$ cat src/hdl/vbsq_pkg.sv
// Shared types, constants and the CORDIC angle table for the bearing sector quantizer.
// No dependencies; every other file refers to it by scoped names.
`default_nettype none

package vbsq_pkg;

    // Coordinate and angle formats
    localparam int COORD_WIDTH = 32;
    localparam int ITERATIONS  = 16;
    localparam int ANGLE_BITS  = 24;
    localparam int FIELD_W     = 32;
    localparam int COORD_BITS  = (COORD_WIDTH > 32) ? 32 : COORD_WIDTH;
    localparam int SCALE_SHIFT = 61 - COORD_BITS;
    localparam int DATA_W      = 64;
    localparam int SHIFT_W     = 5;

    // Sector count and index formats
    localparam int NP_W    = 9;
    localparam int INDEX_W = 8;
    localparam int PROD_W  = NP_W + ANGLE_BITS;
    localparam logic [NP_W-1:0] NP_RESET = 9'd16;
    localparam logic [NP_W-1:0] NP_MAX   = 9'd256;

    // Register stages from input transfer to output valid
    localparam int LATENCY = ITERATIONS + 3;

    // atan(2^-i) / (2*pi) in units of 2^-32 turn
    localparam logic [31:0] TURN_TABLE [0:31] = '{
        32'h20000000, 32'h12E4051E, 32'h09FB385B, 32'h051111D4,
        32'h028B0D43, 32'h0145D7E1, 32'h00A2F61E, 32'h00517C55,
        32'h0028BE53, 32'h00145F2F, 32'h000A2F98, 32'h000517CC,
        32'h00028BE6, 32'h000145F3, 32'h0000A2FA, 32'h0000517D,
        32'h000028BE, 32'h0000145F, 32'h00000A30, 32'h00000518,
        32'h0000028C, 32'h00000146, 32'h000000A3, 32'h00000051,
        32'h00000029, 32'h00000014, 32'h0000000A, 32'h00000005,
        32'h00000003, 32'h00000001, 32'h00000001, 32'h00000000
    };

    // Vector and angle carried from cell to cell
    typedef struct packed {
        logic signed [DATA_W-1:0] north;
        logic signed [DATA_W-1:0] east;
        logic [ANGLE_BITS-1:0]    angle;
        logic                     zero;
    } vbsq_vec_t;

    // Round a table entry to the angle width
    function automatic logic [ANGLE_BITS-1:0] step_angle(input int stage);
        logic [32:0] entry;
        logic [32:0] rounded;
        entry   = {1'b0, TURN_TABLE[stage & 31]};
        rounded = entry;
        if (ANGLE_BITS < 32)
        begin
            rounded = (entry + (33'd1 << (31 - ANGLE_BITS))) >> (32 - ANGLE_BITS);
        end
        return rounded[ANGLE_BITS-1:0];
    endfunction

endpackage

`default_nettype wire

$ cat src/hdl/vbsq_index.sv
// Sector index stage: scales the bearing by the sector count, rounds and wraps.
// Depends on vbsq_pkg. Two registers: product, then the output register.
`default_nettype none

module vbsq_index (
    input  wire logic                                  clk,
    input  wire logic                                  rst_n,
    input  wire logic [vbsq_pkg::NP_W-1:0]             sector_count,
    input  wire logic                                  in_valid,
    output      logic                                  in_take,
    input  wire vbsq_pkg::vbsq_vec_t                   in_data,
    output      logic                                  out_valid,
    output      logic [vbsq_pkg::INDEX_W-1:0]          sector_index,
    input  wire logic                                  out_take
);

    localparam int AB = vbsq_pkg::ANGLE_BITS;
    localparam int NW = vbsq_pkg::NP_W;
    localparam int PW = vbsq_pkg::PROD_W;

    logic                              mul_valid_reg;
    logic                              mul_valid_next;
    logic [PW-1:0]                     prod_reg;
    logic                              zero_reg;
    logic                              res_valid_reg;
    logic                              res_valid_next;
    logic [vbsq_pkg::INDEX_W-1:0]      index_reg;
    logic [vbsq_pkg::INDEX_W-1:0]      index_next;
    logic                              res_take;
    logic [NW-1:0]                     np_eff;
    logic [PW-1:0]                     prod_next;
    logic [PW:0]                       rounded;
    logic [NW:0]                       raw_index;

    // Clamp the sector count
    assign np_eff = (sector_count > vbsq_pkg::NP_MAX) ? vbsq_pkg::NP_MAX : sector_count;

    assign res_take = !res_valid_reg || out_take;
    assign in_take  = !mul_valid_reg || res_take;

    // Scale the bearing by the sector count
    assign prod_next = {{AB{1'b0}}, np_eff} * {{NW{1'b0}}, in_data.angle};

    // Round to nearest and wrap the full count to zero
    assign rounded   = {1'b0, prod_reg} + ((PW+1)'(1) << (AB - 1));
    assign raw_index = rounded[PW:AB];

    always_comb
    begin
        index_next = raw_index[vbsq_pkg::INDEX_W-1:0];
        if (zero_reg || (raw_index >= {1'b0, np_eff}))
        begin
            index_next = '0;
        end
    end

    assign mul_valid_next = in_take ? in_valid : mul_valid_reg;
    assign res_valid_next = res_take ? mul_valid_reg : res_valid_reg;

    // Hold both valid flags
    always_ff @(posedge clk or negedge rst_n)
    begin
        if (!rst_n)
        begin
            mul_valid_reg <= 1'b0;
            res_valid_reg <= 1'b0;
        end
        else
        begin
            mul_valid_reg <= mul_valid_next;
            res_valid_reg <= res_valid_next;
        end
    end

    // Load the product stage
    always_ff @(posedge clk)
    begin
        if (in_take && in_valid)
        begin
            prod_reg <= prod_next;
            zero_reg <= in_data.zero;
        end
    end

    // Load the output register
    always_ff @(posedge clk)
    begin
        if (res_take && mul_valid_reg)
        begin
            index_reg <= index_next;
        end
    end

    assign out_valid    = res_valid_reg;
    assign sector_index = index_reg;

endmodule

`default_nettype wire

$ cat config.mk
export PLATFORM = sky130hd
export DESIGN_NAME = vbsq_index
export DESIGN_NICKNAME = d
export VERILOG_FILES = /design/src/hdl/vbsq_pkg.sv /design/src/hdl/vbsq_index.sv
export SDC_FILE = /design/constraint.sdc
export NUM_CORES = 1
export LEC_CHECK = 0
export ABC_AREA = 0
export BUFFER_PORTS_ARGS = -buffer_cell sky130_fd_sc_hd__buf_4
export CORE_ASPECT_RATIO = 0.7
export CORE_MARGIN = 2
export CORE_UTILIZATION = 35
export CTS_BUF_LIST = sky130_fd_sc_hd__clkbuf_4 sky130_fd_sc_hd__clkbuf_8
export CTS_CLUSTER_DIAMETER = 50
export DETAILED_ROUTE_END_ITERATION = 8
export HOLD_SLACK_MARGIN = 0.12
export PLACE_DENSITY = 0.55
export REMOVE_ABC_BUFFERS = 1
export SYNTH_ARGS = -nofsm -noshare
export SYNTH_HDL_FRONTEND = slang
export SYNTH_SLANG_ARGS = --single-unit
$ cat constraint.sdc
create_clock -name clk -period 3.1 [get_ports clk]
set_input_delay 0.775 -clock clk [delete_from_list [all_inputs] [get_ports clk]]
set_output_delay 0.775 -clock clk [all_outputs]
set_load 0.01 [all_outputs]
==> impl_metrics.toml <==
[status]
outcome = "finished, violations left"
violations = "negative setup slack"

[setup_path]
critPathMaxStageDelay_ps = 560
cp-start-kind = "input pin"
r2r-end = "sector_index[3]"
worst-path-max-fanout = 7
crit_type = "in -> reg"
reg2regPathDepth = 11
crit_path_end_kind = "flip-flop"
worstPathBufferInverterCount = 7
cp_cell_sequence = "buf_16, buf_8, nor2b_4, buf_6, nand2_1, fa_1, inv_1, fa_1, inv_1, fa_1, inv_1, fa_1, ha_1, clkinvlp_2, or4_4, a211oi_4, a211oi_4, a211oi_2, nor2_1, xnor2_1"
required_ps = 3120
path_common_cell = "fa_1"
slowest_stage = "or4_4"
crit_family = "adder cells"
r2r_slack_ps = 400
regToRegStartpoint = "prod_reg[23]"
arrival_ps = 5300

[grt]
grt_overflow = 0
antenna_found_initial = 0
grt_first_pass_wirelength_microns = 31970
gr-usage-all-layers = 0.1822
grt_pass1_vias = 6125
grt_max_degree = 19

[synthesis]
ys_ff_latch = 21
yosysMostFrequentCell = "inv_1"
netlist_area_sq_um = 7301
syn_avg_cell_area_sq_um = 9.172
synth_flop_cell = "edfxtp_1"
synth.distinct_cells = 48
yosys.area.top_type = "fa_1"
netlist_top_cells_count = "inv_1 (177), fa_1 (154), and2_1 (123)"
synth_cells = 796
synth_top_area_share = 0.4223
synthTopCellsByArea = "fa_1 (42%), and2_1 (11%), ha_1 (10%)"
async_flop_share = 0.09524
synth_seq_area_share = 0.08500
synth_edf_count = 19
yosys_warnings = 0

[timing]
min_period_ps = 5281
hold_viol = 0
max_slew_margin = 0.6507
grt_setup_unrepaired = "true"
fin_ws_ps = -2181
min_period_over_period = 1.704
skew_ps = 2.855
fmax_mhz = 189.4
worst_slew_pin_slew_ps = 518.5
report.final.slew_viol_count = 0
final-setup-viol-count = 10

[flow_run]
max_cap_violations = 0

[drt]
routed_wl_microns = 18900
vias = 5572
drc = 0
drt-pass1-iter-count = 4
ant_nets = 0
avgViaCountPerCell = 4.526
wl_per_cell_microns = 15.35
drt_iter0_markers = 242

[floorplan]
fp.dieW_microns = 176.6
core_area_sq_um = 20590
io_pins = 176
die_area_sq_um = 22050
start_util = 0.3546
die_y_microns = 124.8
rows = 44

[cts]
clock_latency_ps = 260
numCtsBuffers = 3
cts_hold_buf = 0
root_buffer = "clkbuf_8"
cts_tree = "built"
cts.reportedPaths.clkPinSlew_ps = 80
cts_max_level = 1
clock_sinks = 21
clock_path_buffers = 2

[place]
portBuffers = 47
hpwl_microns = 15830
place_ws_ps = -2811
post_dp_cell_area_sq_um = 8795
gp_congestion = 0.8178

[finish]
syn_to_final_growth_pct = 31.00
largest_register_ff_count = 10
drive_above_1_share = 0.2838
diodes = 0
fin_nets = 1335
final_design_area_no_fill_sq_um = 9564

[power_and_ir_drop]
p_leak_nw = 4.886
power_density_nw_per_um2 = 426.0
irDropWorstVdd_v = 0.0001948

[min_path]
hold_path.class = "in -> async"
-- layout make-up --
class	count	area (sq um)
Timing Repair Buffer	179	1575
Fill cell	2048	11030
Clock inverter	1	5.005
Tap cell	276	345.3
Inverter	178	669.4
Sequential cell	21	620.6
Clock buffer	3	41.29
Multi-Input combinational cell	573	6307
-- layer usage --
layer  share of wire  global-route usage
met4          0.0059             0.01556
met3           0.037             0.01862
met1            0.52              0.2865
met2            0.44              0.2794
met5               0                   0
-- placed cells by master (no fill, tap or decap), drive strengths merged, types with 2 or more instances in the layout --
master  synthesis  layout
nand2         100     100
clkbuf         17       3
a211oi          5       5
xor2            7       7
a21o            8       8
o211ai          2       2
dfrtp           2       2
ha             59      59
nor2b          16      16
a31oi           3       3
inv           177     177
nand3b          2       2
and2          127     127
edfxtp         19      19
nand4           4       4
or4             2       2
o21ba           2       2
fa            154     154
xnor2          11      11
buf             7     179
a211o           2       2
nand3           9       9
or3             2       2
a21oi          20      20
o21ai           9       9
nor2            9       9
and3            4       4
nand2b          4       4
nor3            3       3
-- cell families (layout without fill, tap and decap cells) --
| group | count (synthesis) | count (layout) | synth area share |
|---|---|---|---|
| fa+ha+maj | 213 | 213 | 0.5234 |
| compound gates | 59 | 59 | 0.05759 |
| simple gates | 283 | 283 | 0.2084 |
| buf+inv | 202 | 361 | 0.1040 |
| xor+xnor | 18 | 18 | 0.02159 |
| flops | 21 | 21 | 0.08500 |
-- power by group --
group	internal (mW)	switching, mW
clock	0.0897	0.0947
combinational	1.71	1.71
sequential	0.421	0.0468
-- worst max path at each step --
stage | start | endpoint | slack [ps] | depth (start not counted)
floorplan | sector_count[2] | prod_reg[32] | -2720 | 17
global placement | sector_count[8] | prod_reg[32] | -2790 | 18
detailed placement | sector_count[8] | prod_reg[32] | -2810 | 18
CTS | sector_count[8] | prod_reg[32] | -2190 | 20
global route | sector_count[8] | prod_reg[32] | -2370 | 19
finish | sector_count[8] | prod_reg[32] | -2180 | 20
-- timing repair --
action / 4_1_cts / 5_1_grt
gates resized for setup: 88 / 17
endpoints found under the setup margin: 10 / 11
pin swaps: 59 / 21
buffers inserted: 18 / 6
gates cloned: 1 / 0
-- metrics by stage --
| stage | std cells | utilization | power (mW) | setup TNS (ps) | hold WS [ps] |
|---|---|---|---|---|---|
| finish | 1231 | 0.4645 | 4.075 | -20650 | 273.7 |
| detailed placement | 1204 | 0.4271 | 3.418 | -27620 | 478.7 |
| floorplan | 772 | - | 2.276 | -26620 | 449.0 |
| global placement | 1204 | 0.4271 | 3.384 | -27810 | 476.5 |
| global route | 1231 | 0.4645 | 4.544 | -22170 | 259.4 |
| CTS | 1225 | 0.4597 | 3.993 | -20770 | 268.1 |
Note: power is estimated with default switching activity, not from simulation.
